$ cat config.mk
export PLATFORM = sky130hd
export DESIGN_NAME = calendar_timestamp_converter
export DESIGN_NICKNAME = d
export VERILOG_FILES = /design/src/hw/rtl/cts_pkg.sv /design/src/hw/rtl/cts_alu.sv /design/src/hw/rtl/calendar_timestamp_converter.sv
export SDC_FILE = /design/constraint.sdc
export NUM_CORES = 2
export LEC_CHECK = 0
export ABC_AREA = 1
export BUFFER_PORTS_ARGS = -buffer_cell sky130_fd_sc_hd__buf_2
export CORE_ASPECT_RATIO = 1.25
export CORE_MARGIN = 5
export CORE_UTILIZATION = 55
export CTS_BUF_LIST = sky130_fd_sc_hd__clkbuf_8
export CTS_CLUSTER_DIAMETER = 150
export DETAILED_ROUTE_END_ITERATION = 8
export GPL_ROUTABILITY_DRIVEN = 1
export PLACE_DENSITY = 0.71
export REMOVE_ABC_BUFFERS = 1
export SLEW_MARGIN = 20
export SYNTH_ARGS = -nofsm -noshare
export SYNTH_HDL_FRONTEND = slang
export SYNTH_HIERARCHICAL = 1
export SYNTH_SLANG_ARGS = --single-unit
$ cat constraint.sdc
create_clock -name i_clk -period 16.7 [get_ports i_clk]
set_input_delay 1.67 -clock i_clk [delete_from_list [all_inputs] [get_ports i_clk]]
set_output_delay 1.67 -clock i_clk [all_outputs]
set_load 0.05 [all_outputs]
$ cat src/hw/rtl/cts_pkg.sv
// Shared types, codes, constants and calendar tables for the timestamp converter.
package cts_pkg;

    typedef logic [31:0] t_word;

    // Operation codes of the shared arithmetic unit.
    localparam logic [1:0] OP_MAC   = 2'd0;
    localparam logic [1:0] OP_SUB   = 2'd1;
    localparam logic [1:0] OP_MSUB  = 2'd2;
    localparam logic [1:0] OP_MULHI = 2'd3;

    // Request codes.
    localparam logic REQ_PACK   = 1'b0;
    localparam logic REQ_UNPACK = 1'b1;

    localparam logic [8:0]  DAYS_YEAR    = 9'd365;
    localparam logic [8:0]  DAYS_LEAP    = 9'd366;
    localparam logic [10:0] DAYS_4YEARS  = 11'd1461;
    localparam logic [8:0]  HOURS_DAY    = 9'd24;
    localparam logic [8:0]  SIXTY        = 9'd60;

    // Reciprocals for division by 60 and by 24; the high product word is then
    // shifted right by 5 and by 4 respectively.
    localparam t_word       RECIP_60     = 32'h8888_8889;
    localparam t_word       RECIP_24     = 32'hAAAA_AAAB;

    typedef struct packed {
        logic [1:0] op;
        logic [8:0] k;
    } t_alu_ctrl;

    function automatic logic [8:0] days_before_month(input logic [3:0] whole);
        logic [8:0] d;
        case (whole)
            4'd0:    d = 9'd0;
            4'd1:    d = 9'd31;
            4'd2:    d = 9'd59;
            4'd3:    d = 9'd90;
            4'd4:    d = 9'd120;
            4'd5:    d = 9'd151;
            4'd6:    d = 9'd181;
            4'd7:    d = 9'd212;
            4'd8:    d = 9'd243;
            4'd9:    d = 9'd273;
            4'd10:   d = 9'd304;
            4'd11:   d = 9'd334;
            default: d = 9'd365;
        endcase
        return d;
    endfunction

    function automatic logic [4:0] month_len(input logic [3:0] m);
        logic [4:0] l;
        case (m)
            4'd1:    l = 5'd28;
            4'd3:    l = 5'd30;
            4'd5:    l = 5'd30;
            4'd8:    l = 5'd30;
            4'd10:   l = 5'd30;
            default: l = 5'd31;
        endcase
        return l;
    endfunction

endpackage

$ cat src/hw/rtl/cts_alu.sv
// Shared arithmetic unit: constant multiply-add, multiply-subtract, high product, subtract and compare.
module cts_alu (
    input  cts_pkg::t_alu_ctrl i_ctrl,
    input  cts_pkg::t_word     i_a,
    input  cts_pkg::t_word     i_b,
    output cts_pkg::t_word     o_res,
    output logic               o_ge
);
    import cts_pkg::*;

    t_word       mul_b;
    logic [63:0] prod;
    logic [32:0] diff;

    always_comb begin
        mul_b = (i_ctrl.op == OP_MULHI) ? i_b : 32'(i_ctrl.k);
        prod  = 64'(i_a) * 64'(mul_b);
        diff  = {1'b0, i_a} - {1'b0, i_b};
        o_ge  = ~diff[32];
        case (i_ctrl.op)
            OP_MAC: begin
                o_res = prod[31:0] + i_b;
            end
            OP_MSUB: begin
                o_res = i_b - prod[31:0];
            end
            OP_MULHI: begin
                o_res = prod[63:32];
            end
            default: begin
                o_res = diff[31:0];
            end
        endcase
    end

endmodule

$ cat src/hw/rtl/calendar_timestamp_converter.sv
// Top level of the calendar timestamp converter with its sequencer.
//
// The block converts between seconds since 2000-01-01 00:00:00 and a calendar
// date and time. An input word is taken at a clock edge with i_valid high and
// o_stall low; a result word leaves at an edge with o_valid high and i_stall
// low. Request type 0 packs the date fields into o_stamp_out, request type 1
// unpacks i_stamp_in into the date fields; the unused result fields are zero.
// A pack runs four multiply-add steps, for days, hours, minutes and seconds,
// then loads the result. An unpack divides by 60, 60 and 24 through reciprocal
// multiplication, each by a high-product step and a multiply-subtract step,
// then one step per four-year block, per single year and per month taken off
// the day count, one more to close each of those three loops, and one to load
// the result. Every step uses the one shared arithmetic unit, so the block
// works on one word at a time and holds o_stall high while it is busy; a new
// word can be taken in the cycle after a result is loaded. A finished result
// sits in the output register while the receiver stalls; the next word may be
// accepted meanwhile, but its result waits until the previous one has been
// taken. Reset empties the output register and returns the sequencer to idle.
module calendar_timestamp_converter (
    input  logic        i_clk,
    input  logic        i_rst_n,
    input  logic        i_valid,
    output logic        o_stall,
    input  logic        i_req_type,
    input  logic [31:0] i_stamp_in,
    input  logic [6:0]  i_year_in,
    input  logic [3:0]  i_month_in,
    input  logic [4:0]  i_day_in,
    input  logic [4:0]  i_hour_in,
    input  logic [5:0]  i_minute_in,
    input  logic [5:0]  i_second_in,
    output logic        o_valid,
    input  logic        i_stall,
    output logic [31:0] o_stamp_out,
    output logic [6:0]  o_year_out,
    output logic [3:0]  o_month_out,
    output logic [4:0]  o_day_out,
    output logic [4:0]  o_hour_out,
    output logic [5:0]  o_minute_out,
    output logic [5:0]  o_second_out
);
    import cts_pkg::*;

    localparam logic [2:0] ST_IDLE  = 3'd0;
    localparam logic [2:0] ST_PACK  = 3'd1;
    localparam logic [2:0] ST_DIV   = 3'd2;
    localparam logic [2:0] ST_YEAR4 = 3'd3;
    localparam logic [2:0] ST_YEAR1 = 3'd4;
    localparam logic [2:0] ST_MONTH = 3'd5;
    localparam logic [2:0] ST_FIN   = 3'd6;

    localparam logic [1:0] STG_SEC  = 2'd0;
    localparam logic [1:0] STG_MIN  = 2'd1;
    localparam logic [1:0] STG_HOUR = 2'd2;

    logic [2:0]  r_state, n_state;
    logic        r_out_valid, n_out_valid;

    logic        r_req, n_req;
    logic [6:0]  r_year, n_year;
    logic [3:0]  r_month, n_month;
    logic [4:0]  r_day, n_day;
    logic [4:0]  r_hour, n_hour;
    logic [5:0]  r_minute, n_minute;
    logic [5:0]  r_second, n_second;
    t_word       r_acc, n_acc;
    t_word       r_quo, n_quo;
    logic [1:0]  r_cnt, n_cnt;
    logic [1:0]  r_stage, n_stage;
    logic [5:0]  r_sec, n_sec;
    logic [5:0]  r_min, n_min;
    logic [4:0]  r_hr, n_hr;
    logic [15:0] r_days, n_days;
    logic [7:0]  r_yr, n_yr;
    logic [3:0]  r_mon, n_mon;

    logic [31:0] r_stamp_o, n_stamp_o;
    logic [6:0]  r_year_o, n_year_o;
    logic [3:0]  r_month_o, n_month_o;
    logic [4:0]  r_day_o, n_day_o;
    logic [4:0]  r_hour_o, n_hour_o;
    logic [5:0]  r_minute_o, n_minute_o;
    logic [5:0]  r_second_o, n_second_o;

    t_alu_ctrl   alu_ctrl;
    t_word       alu_a;
    t_word       alu_b;
    t_word       alu_res;
    logic        alu_ge;

    logic        accept;
    logic        out_free;
    t_word       quo;
    logic [5:0]  leaps;
    logic [3:0]  whole;
    t_word       offset;
    logic [8:0]  ylen;
    logic [5:0]  mlen;

    cts_alu u_alu (
        .i_ctrl (alu_ctrl),
        .i_a    (alu_a),
        .i_b    (alu_b),
        .o_res  (alu_res),
        .o_ge   (alu_ge)
    );

    assign o_stall  = (r_state != ST_IDLE);
    assign accept   = i_valid && (r_state == ST_IDLE);
    assign out_free = !r_out_valid || !i_stall;
    assign quo      = (r_stage == STG_HOUR) ? {4'd0, alu_res[31:4]} : {5'd0, alu_res[31:5]};

    always_comb begin
        leaps = {1'b0, r_year[6:2]} + 6'd1;
        if (r_year[1:0] == 2'd0 && r_month <= 4'd2) begin
            leaps = leaps - 6'd1;
        end
        if (r_month == 4'd0) begin
            whole = 4'd0;
        end else if (r_month > 4'd13) begin
            whole = 4'd12;
        end else begin
            whole = r_month - 4'd1;
        end
        offset = 32'(leaps) + 32'(days_before_month(whole)) + 32'(r_day) - 32'd1;
        ylen = (r_yr[1:0] == 2'd0) ? DAYS_LEAP : DAYS_YEAR;
        mlen = {1'b0, month_len(r_mon)};
        if (r_mon == 4'd1 && r_yr[1:0] == 2'd0) begin
            mlen = mlen + 6'd1;
        end
    end

    always_comb begin
        alu_ctrl.op = OP_SUB;
        alu_ctrl.k  = SIXTY;
        alu_a       = 32'(r_days);
        alu_b       = 32'(DAYS_4YEARS);
        case (r_state)
            ST_PACK: begin
                alu_ctrl.op = OP_MAC;
                alu_a       = r_acc;
                case (r_cnt)
                    2'd0: begin
                        alu_ctrl.k = DAYS_YEAR;
                        alu_a      = 32'(r_year);
                        alu_b      = offset;
                    end
                    2'd1: begin
                        alu_ctrl.k = HOURS_DAY;
                        alu_b      = 32'(r_hour);
                    end
                    2'd2: begin
                        alu_b = 32'(r_minute);
                    end
                    default: begin
                        alu_b = 32'(r_second);
                    end
                endcase
            end
            ST_DIV: begin
                if (r_cnt == 2'd0) begin
                    alu_ctrl.op = OP_MULHI;
                    alu_a       = r_acc;
                    alu_b       = (r_stage == STG_HOUR) ? RECIP_24 : RECIP_60;
                end else begin
                    alu_ctrl.op = OP_MSUB;
                    alu_ctrl.k  = (r_stage == STG_HOUR) ? HOURS_DAY : SIXTY;
                    alu_a       = r_quo;
                    alu_b       = r_acc;
                end
            end
            ST_YEAR1: begin
                alu_b = 32'(ylen);
            end
            ST_MONTH: begin
                alu_b = 32'(mlen);
            end
            default: begin
            end
        endcase
    end

    always_comb begin
        n_state     = r_state;
        n_out_valid = r_out_valid;
        n_req       = r_req;
        n_year      = r_year;
        n_month     = r_month;
        n_day       = r_day;
        n_hour      = r_hour;
        n_minute    = r_minute;
        n_second    = r_second;
        n_acc       = r_acc;
        n_quo       = r_quo;
        n_cnt       = r_cnt;
        n_stage     = r_stage;
        n_sec       = r_sec;
        n_min       = r_min;
        n_hr        = r_hr;
        n_days      = r_days;
        n_yr        = r_yr;
        n_mon       = r_mon;
        n_stamp_o   = r_stamp_o;
        n_year_o    = r_year_o;
        n_month_o   = r_month_o;
        n_day_o     = r_day_o;
        n_hour_o    = r_hour_o;
        n_minute_o  = r_minute_o;
        n_second_o  = r_second_o;

        if (r_out_valid && !i_stall) begin
            n_out_valid = 1'b0;
        end

        case (r_state)
            ST_IDLE: begin
                if (accept) begin
                    n_req    = i_req_type;
                    n_year   = i_year_in;
                    n_month  = i_month_in;
                    n_day    = i_day_in;
                    n_hour   = i_hour_in;
                    n_minute = i_minute_in;
                    n_second = i_second_in;
                    n_acc    = i_stamp_in;
                    n_cnt    = 2'd0;
                    n_stage  = STG_SEC;
                    n_state  = (i_req_type == REQ_PACK) ? ST_PACK : ST_DIV;
                end
            end
            ST_PACK: begin
                n_acc = alu_res;
                n_cnt = r_cnt + 2'd1;
                if (r_cnt == 2'd3) begin
                    n_state = ST_FIN;
                end
            end
            ST_DIV: begin
                if (r_cnt == 2'd0) begin
                    n_quo = quo;
                    n_cnt = 2'd1;
                end else begin
                    n_acc = r_quo;
                    n_cnt = 2'd0;
                    case (r_stage)
                        STG_SEC: begin
                            n_sec   = alu_res[5:0];
                            n_stage = STG_MIN;
                        end
                        STG_MIN: begin
                            n_min   = alu_res[5:0];
                            n_stage = STG_HOUR;
                        end
                        default: begin
                            n_hr    = alu_res[4:0];
                            n_days  = r_quo[15:0];
                            n_yr    = 8'd0;
                            n_state = ST_YEAR4;
                        end
                    endcase
                end
            end
            ST_YEAR4: begin
                if (alu_ge) begin
                    n_days = alu_res[15:0];
                    n_yr   = r_yr + 8'd4;
                end else begin
                    n_state = ST_YEAR1;
                end
            end
            ST_YEAR1: begin
                if (alu_ge) begin
                    n_days = alu_res[15:0];
                    n_yr   = r_yr + 8'd1;
                end else begin
                    n_mon   = 4'd0;
                    n_state = ST_MONTH;
                end
            end
            ST_MONTH: begin
                if (alu_ge && r_mon != 4'd11) begin
                    n_days = alu_res[15:0];
                    n_mon  = r_mon + 4'd1;
                end else begin
                    n_state = ST_FIN;
                end
            end
            ST_FIN: begin
                if (out_free) begin
                    n_out_valid = 1'b1;
                    n_state     = ST_IDLE;
                    if (r_req == REQ_PACK) begin
                        n_stamp_o  = r_acc;
                        n_year_o   = 7'd0;
                        n_month_o  = 4'd0;
                        n_day_o    = 5'd0;
                        n_hour_o   = 5'd0;
                        n_minute_o = 6'd0;
                        n_second_o = 6'd0;
                    end else begin
                        n_stamp_o  = 32'd0;
                        n_year_o   = r_yr[6:0];
                        n_month_o  = r_mon + 4'd1;
                        n_day_o    = r_days[4:0] + 5'd1;
                        n_hour_o   = r_hr;
                        n_minute_o = r_min;
                        n_second_o = r_sec;
                    end
                end
            end
            default: begin
                n_state = ST_IDLE;
            end
        endcase
    end

    always_ff @(posedge i_clk) begin
        if (!i_rst_n) begin
            r_state     <= ST_IDLE;
            r_out_valid <= 1'b0;
        end else begin
            r_state     <= n_state;
            r_out_valid <= n_out_valid;
        end
    end

    always_ff @(posedge i_clk) begin
        r_req      <= n_req;
        r_year     <= n_year;
        r_month    <= n_month;
        r_day      <= n_day;
        r_hour     <= n_hour;
        r_minute   <= n_minute;
        r_second   <= n_second;
        r_acc      <= n_acc;
        r_quo      <= n_quo;
        r_cnt      <= n_cnt;
        r_stage    <= n_stage;
        r_sec      <= n_sec;
        r_min      <= n_min;
        r_hr       <= n_hr;
        r_days     <= n_days;
        r_yr       <= n_yr;
        r_mon      <= n_mon;
        r_stamp_o  <= n_stamp_o;
        r_year_o   <= n_year_o;
        r_month_o  <= n_month_o;
        r_day_o    <= n_day_o;
        r_hour_o   <= n_hour_o;
        r_minute_o <= n_minute_o;
        r_second_o <= n_second_o;
    end

    assign o_valid      = r_out_valid;
    assign o_stamp_out  = r_stamp_o;
    assign o_year_out   = r_year_o;
    assign o_month_out  = r_month_o;
    assign o_day_out    = r_day_o;
    assign o_hour_out   = r_hour_o;
    assign o_minute_out = r_minute_o;
    assign o_second_out = r_second_o;

endmodule

# == Word level (Yosys, flattened, before mapping) ==
# Memory sizes are Yosys's and may differ from the RTL's.
# Index checks and enable logic that the tools add are counted.
# op_classes
reduce_logical,36
eq_ne,32
bitwise_logic,3
magnitude_cmp,2
multipliers,1
muxes,55
addsub,15
# op_table
cell,count
32-bit case mux with 3 select lines,3
32-bit 2-to-1 mux,5
32-bit case mux with 4 select lines,1
32-bit by 32-bit multiplier with 64-bit output,1
16-bit 2-to-1 mux,4
32-bit case mux with 2 select lines,1
16-bit case mux with 3 select lines,1
32-bit by 32-bit subtractor with 33-bit output,1
32-bit adder,1
8-bit 2-to-1 mux,4
32-bit subtractor,1
30-bit 2-to-1 mux,1
27-bit 2-to-1 mux,1
3-bit 2-to-1 mux,8
6-bit 2-to-1 mux,4
8-bit case mux with 3 select lines,1
11-bit case mux with 2 select lines,1
3-bit case mux with 7 select lines,1
2-bit inequality test (second input constant),10
9-bit case mux with 2 select lines,1
4-bit 2-to-1 mux,4
5-bit by 1-bit adder with 6-bit output (second input constant),2
2-bit case mux with 2 select lines,3
3-bit AND reduction,4
43 further kinds,80
# word_totals
word_cells,172
mem_bits_ro,144
memories,1
output_inout_bits,67
register_bits,216
inputBits,70
# mem_list
memory,words,width,read_ports,rd_ports_with_merged_regs,wr,line_no,source
(no name shown),16,9,1,0,0,cts_pkg.sv:34,case (whole)

# == Longest topological paths before layout ==
# An unclocked memory read counts as a cell.
# logic_depth
depth_word,15
depth_mapped,74
depth_no_buf,73

# == Modules after synthesis ==
# Netlist, hierarchy kept.
# by_module_without_submodules
mod,cells_per_inst,seq_area_each_um2,area_each_um2,instances
cts_alu,5007,0.0,37810.0,1
calendar_timestamp_converter,1164,6296.0,11126.9,1

# == Least setup slack after synthesis ==
# No wires, ideal clock.
# synth_path
kind,register to register
start,reg r_month[0]
end,reg r_acc[28] (data pin)
t_arrival_ns,11.492
setup_time_ns,0.272
path_buffers,2
period_less_slack_ns,11.764
required_ns,16.428
path_slack_ns,4.936
path_stages_with_launch,69
path_cell_list,edfxtp_1 -> inv_1 -> ha_1 -> inv_1 -> nand2_1 -> nor2_1 -> inv_1 -> ha_1 -> a21oi_1 -> o22ai_1 -> fa_1 -> inv_1 -> ha_1 -> inv_1 -> fa_1 -> inv_1 -> nand3_1 -> a21oi_1 -> [... 33 more ...] -> nor2_2 -> nor2_1 -> xor2_1 -> inv_1 -> ha_1 -> nand2_1 -> inv_1 -> a21oi_1 -> o21ai_0 -> a21oi_1 -> nand2_1 -> a21oi_1 -> o21bai_1 -> or2_2 -> nand3_1 -> nand3_1 -> inv_1 -> o221ai_1
# synth_via
elab_chain_len,14
elab_cells_between_ends,21
cone_classes,7 x add/sub; 1 x mul; 2 x order compare; 8 x mux; 2 x reduce/logical; 1 x memory
# synth_rtl
item,line_no,source
start: declaration,calendar_timestamp_converter.sv:61,"logic [3:0] r_month, n_month;"
start signal: assignment,calendar_timestamp_converter.sv:330,r_month <= n_month;
4-bit by 1-bit subtractor with 4-bit output or 4-bit > comparator (tied branches),"calendar_timestamp_converter.sv:123, calendar_timestamp_converter.sv:120",
4-bit 2-to-1 mux,calendar_timestamp_converter.sv:120,end else if (r_month > 4'd13) begin
4-bit 2-to-1 mux,calendar_timestamp_converter.sv:118,if (r_month == 4'd0) begin
memory read 16 x 9 bit,--,
6-bit by 9-bit adder with 10-bit output (*),calendar_timestamp_converter.sv:125,offset = 32'(leaps) + 32'(days_before_month(whole)) + 32'(r_day) - 32'd1;
10-bit by 5-bit adder with 11-bit output (*),calendar_timestamp_converter.sv:125,
11-bit by 1-bit subtractor with 12-bit output (*),calendar_timestamp_converter.sv:125,
32-bit case mux with 3 select lines (*),calendar_timestamp_converter.sv:142,case (r_cnt)
32-bit case mux with 4 select lines (*),calendar_timestamp_converter.sv:138,case (r_state)
net alu_b[7],calendar_timestamp_converter.sv:87,t_word alu_b;
32-bit 2-to-1 mux,cts_alu.sv:16,mul_b = (i_ctrl.op == OP_MULHI) ? i_b : 32'(i_ctrl.k);
32-bit by 32-bit multiplier with 64-bit output,cts_alu.sv:17,prod = 64'(i_a) * 64'(mul_b);
32-bit subtractor or 32-bit adder (tied branches),"cts_alu.sv:25, cts_alu.sv:22",
32-bit case mux with 3 select lines (*),cts_alu.sv:20,case (i_ctrl.op)
net alu_res[28],calendar_timestamp_converter.sv:88,t_word alu_res;
32-bit case mux with 3 select lines (*),calendar_timestamp_converter.sv:215,case (r_state)
net n_acc[28],calendar_timestamp_converter.sv:66,"t_word r_acc, n_acc;"
end signal: assignment,calendar_timestamp_converter.sv:335,r_acc <= n_acc;
end: declaration,calendar_timestamp_converter.sv:66,
# Mark *: on every way through the listed nets, which the timed path passes. The rest lies on a longest branch.
# A chain may end at the register's enable or synchronous reset.

# == Worst setup path in the final report ==
# layout_path
start,reg r_month[0]
end,reg r_acc[30] (data pin)
# The elaborated chain is that of the path after synthesis.

==> results.json <==
{
  "clk_transition_reported_paths_ns": 0.07,
  "final_min_period_over_clock_period": 0.859,
  "synth.top_cell.area_share": 0.369,
  "synth_enable_flop_cells": 207,
  "period_needed_ns": 14.34,
  "cts_htree_levels": 1,
  "drt_first_iter_violations": 3631,
  "clkLatencyLatePin_ns": 0.62,
  "asyncSetResetFlopFracSynth": 0,
  "post_cts_resize_count": 0,
  "fin_tns_setup_ns": 0,
  "fillerInstances": 8161,
  "setup-violations-final": 0,
  "cts_buffer_depth": 3,
  "post_synth_inst_count": 6171,
  "ys_seq_area_frac": 0.129,
  "core-area_um2": 88400,
  "min-delay-path-class": "register to register",
  "cts_made_buffers": 27,
  "num_io_pins": 137,
  "netlist-cell-type-count": 61,
  "layout-drive-gt1-share": 0.0635,
  "design.die.area_um2": 95100,
  "nets": 7529,
  "final_setup_skew_ns": 0.0613,
  "via_per_inst": 5.75,
  "critical_path.startpoint_type": "register",
  "tritoncts_num_sinks": 211,
  "yosys.area_share.simple": 0.188,
  "dpl-instance-area_um2": 51100,
  "synth.mux.area_fraction": 0.000920,
  "track_usage": 0.364,
  "grt_overflow": 0,
  "post_synth_xor_area_fraction": 0.0132,
  "timing.final.hold_violations": 0,
  "synth.ff_latch_count": 211,
  "post-route-cell-area_um2": 51600,
  "synth_common_cells": "sky130_fd_sc_hd__inv_1, sky130_fd_sc_hd__nand2_1, sky130_fd_sc_hd__fa_1",
  "ys_warn_count": 6,
  "clock_tree_from_tritoncts": "yes",
  "status": "finished clean",
  "grt_setup_unrepaired": "false",
  "drt_wl_total_mm": 173,
  "routedWlPerCell_um": 23.4,
  "critical_path.max_fanout": 23,
  "synth_compound_gate_area_share": 0.0767,
  "first_global_vias": 44400,
  "worst_setup_path_end_kind": "register",
  "crit_slowest_cell": "sky130_fd_sc_hd__clkinv_1",
  "placement.io_buffers": 136,
  "synth_top_cells_by_area": "sky130_fd_sc_hd__fa_1, sky130_fd_sc_hd__edfxtp_1, sky130_fd_sc_hd__inv_1, sky130_fd_sc_hd__nand2_1, sky130_fd_sc_hd__ha_1",
  "antenna_found_initial": 6,
  "die_height_um": 343,
  "slew-limit-headroom": 0.225,
  "slew_viol_final": 0,
  "post-cts-setup-buffer-count": 0,
  "synth_area_leader_cell": "sky130_fd_sc_hd__fa_1",
  "timing.max_cap.violations": 0,
  "drcViolationCount": 0,
  "synth_ff_type": "sky130_fd_sc_hd__edfxtp_1",
  "die_width_um": 277,
  "routed-via-count": 42500,
  "initial_utilization": 0.554,
  "dominant_combinational_cell_family_by_area_after_synthesis": "adder cells",
  "most_frequent_cp_cell": "sky130_fd_sc_hd__inv_1",
  "std_cell_rows": 122,
  "grt_max_degree": 65,
  "netlist_area_um2": 48900,
  "grt_pass1_wl_mm": 264,
  "area.growth.synth_to_final_pct": 5.45,
  "gp_routability_congestion": 1.04,
  "clk_root_buffer_cell": "sky130_fd_sc_hd__clkbuf_8",
  "required_ns": 16.99,
  "postRouteAntennaNets": 0,
  "critical_path.max_stage_delay_ns": 0.59,
  "tightestPinTransition_ns": 1.15,
  "cp_data_arrival_time_ns": 14.63,
  "timing_worst_setup_path_type": "register to register",
  "place_hpwl_mm": 140,
  "achievable-frequency_mhz": 69.7,
  "synth_area_per_cell_um2": 7.93,
  "synth_fa_ha_area_frac": 0.463,
  "synth_most_common_cell": "sky130_fd_sc_hd__inv_1",
  "firstDrtPassIters": 8,
  "cts-hold-fix-buffers": 0
}
worst paths after layout:
kind	slack, ns	to	from	depth (start not counted)
max reg2reg	2.36	r_acc[30]	r_month[0]	58
min reg2reg	0.50	o_minute_out[4]	r_min[4]	2
min	0.50	o_minute_out[4]	r_min[4]	2
max	2.36	r_acc[30]	r_month[0]	58
stage by stage:
| stage | hold slack [ns] | worst slack (ns) | cells | util |
|---|---|---|---|---|
| 2_1_floorplan | 0.481 | 4.18 | 5937 | - |
| 3_3_place_gp | 0.485 | 2.84 | 7337 | 0.577 |
| 3_5_place_dp | 0.498 | 2.62 | 7338 | 0.578 |
| 4_1_cts | 0.503 | 2.54 | 7387 | 0.584 |
| 5_1_grt | 0.526 | 1.49 | 7387 | 0.584 |
| 6_report | 0.497 | 2.36 | 7390 | 0.584 |
worst max-delay path, delay by kind of cell, from the launching register on:
kind | cells | cell delay, ns
buffers and inverters | 12 | 1.89
adders and majority gates | 15 | 5.93
xor gates and xnor gates | 1 | 0.34
and+or+nand+nor | 21 | 3.54
AOI/OAI and AO/OA | 9 | 1.90
DFF | 1 | 0.40
area by class of cell:
class / count / area, µm² / share of cell area
multi-input combinational: 4287 / 36500 / 0.708
sequential: 211 / 6300 / 0.122
inverter: 1439 / 5400 / 0.105
tap: 1178 / 1470 / 0.0286
timing repair buffer: 223 / 1330 / 0.0258
clock buffer: 27 / 372 / 0.00720
clock inverter: 22 / 173 / 0.00335
antenna: 3 / 7.51 / 0.000145
state kept, by name, summed over array words and instances, names as in the netlist, 6 cells and up:
signal	cells
r_yr	7
r_second	6
r_year	7
o_second_out	6
r_sec	6
o_year_out	7
r_days	16
r_quo	28
o_minute_out	6
r_minute	6
r_acc	32
r_min	6
o_stamp_out	32
routing by layer:
metal | vias up | global-route usage | wire length (µm)
li1 | 18600 | - | -
met1 | 21000 | 0.450 | 62800
met2 | 2260 | 0.615 | 81800
met3 | 605 | 0.0493 | 14700
met4 | 6 | 0.217 | 13700
met5 | - | 0 | 52
layout by cell type, fill, tap and decap left out, drive strengths merged, types with 6 or more instances in the layout:
cell	synthesis	routed
clkbuf	197	27
nand2	1353	1353
nand3	151	151
xnor2	18	18
o31ai	12	12
nand3b	14	14
o211ai	59	59
o21a	6	6
o21bai	23	23
o21ai	222	222
a22oi	24	24
fa	903	903
nand4	22	22
buf	38	223
a21o	15	15
xor2	54	54
inv	1415	1421
a21oi	233	233
clkinv	24	37
o221ai	8	8
nor2	686	686
nor3	26	26
edfxtp	207	207
or2	26	26
nor4	7	7
a31oi	19	19
ha	367	367
cells by family (layout without fill, tap and decap cells):
| group | after synthesis | in the layout |
|---|---|---|
| AOI/OAI and AO/OA | 649 | 649 |
| adders and majority gates | 1270 | 1270 |
| xor gates and xnor gates | 72 | 72 |
| DFF | 211 | 211 |
| buffers and inverters | 1674 | 1711 |
| muxes | 4 | 4 |
| and+or+nand+nor | 2289 | 2289 |
| other | 2 | 6 |
Power is left out: the tool's default activity adds up to more than one toggle a clock period on the data nets, which glitch-free logic cannot reach.
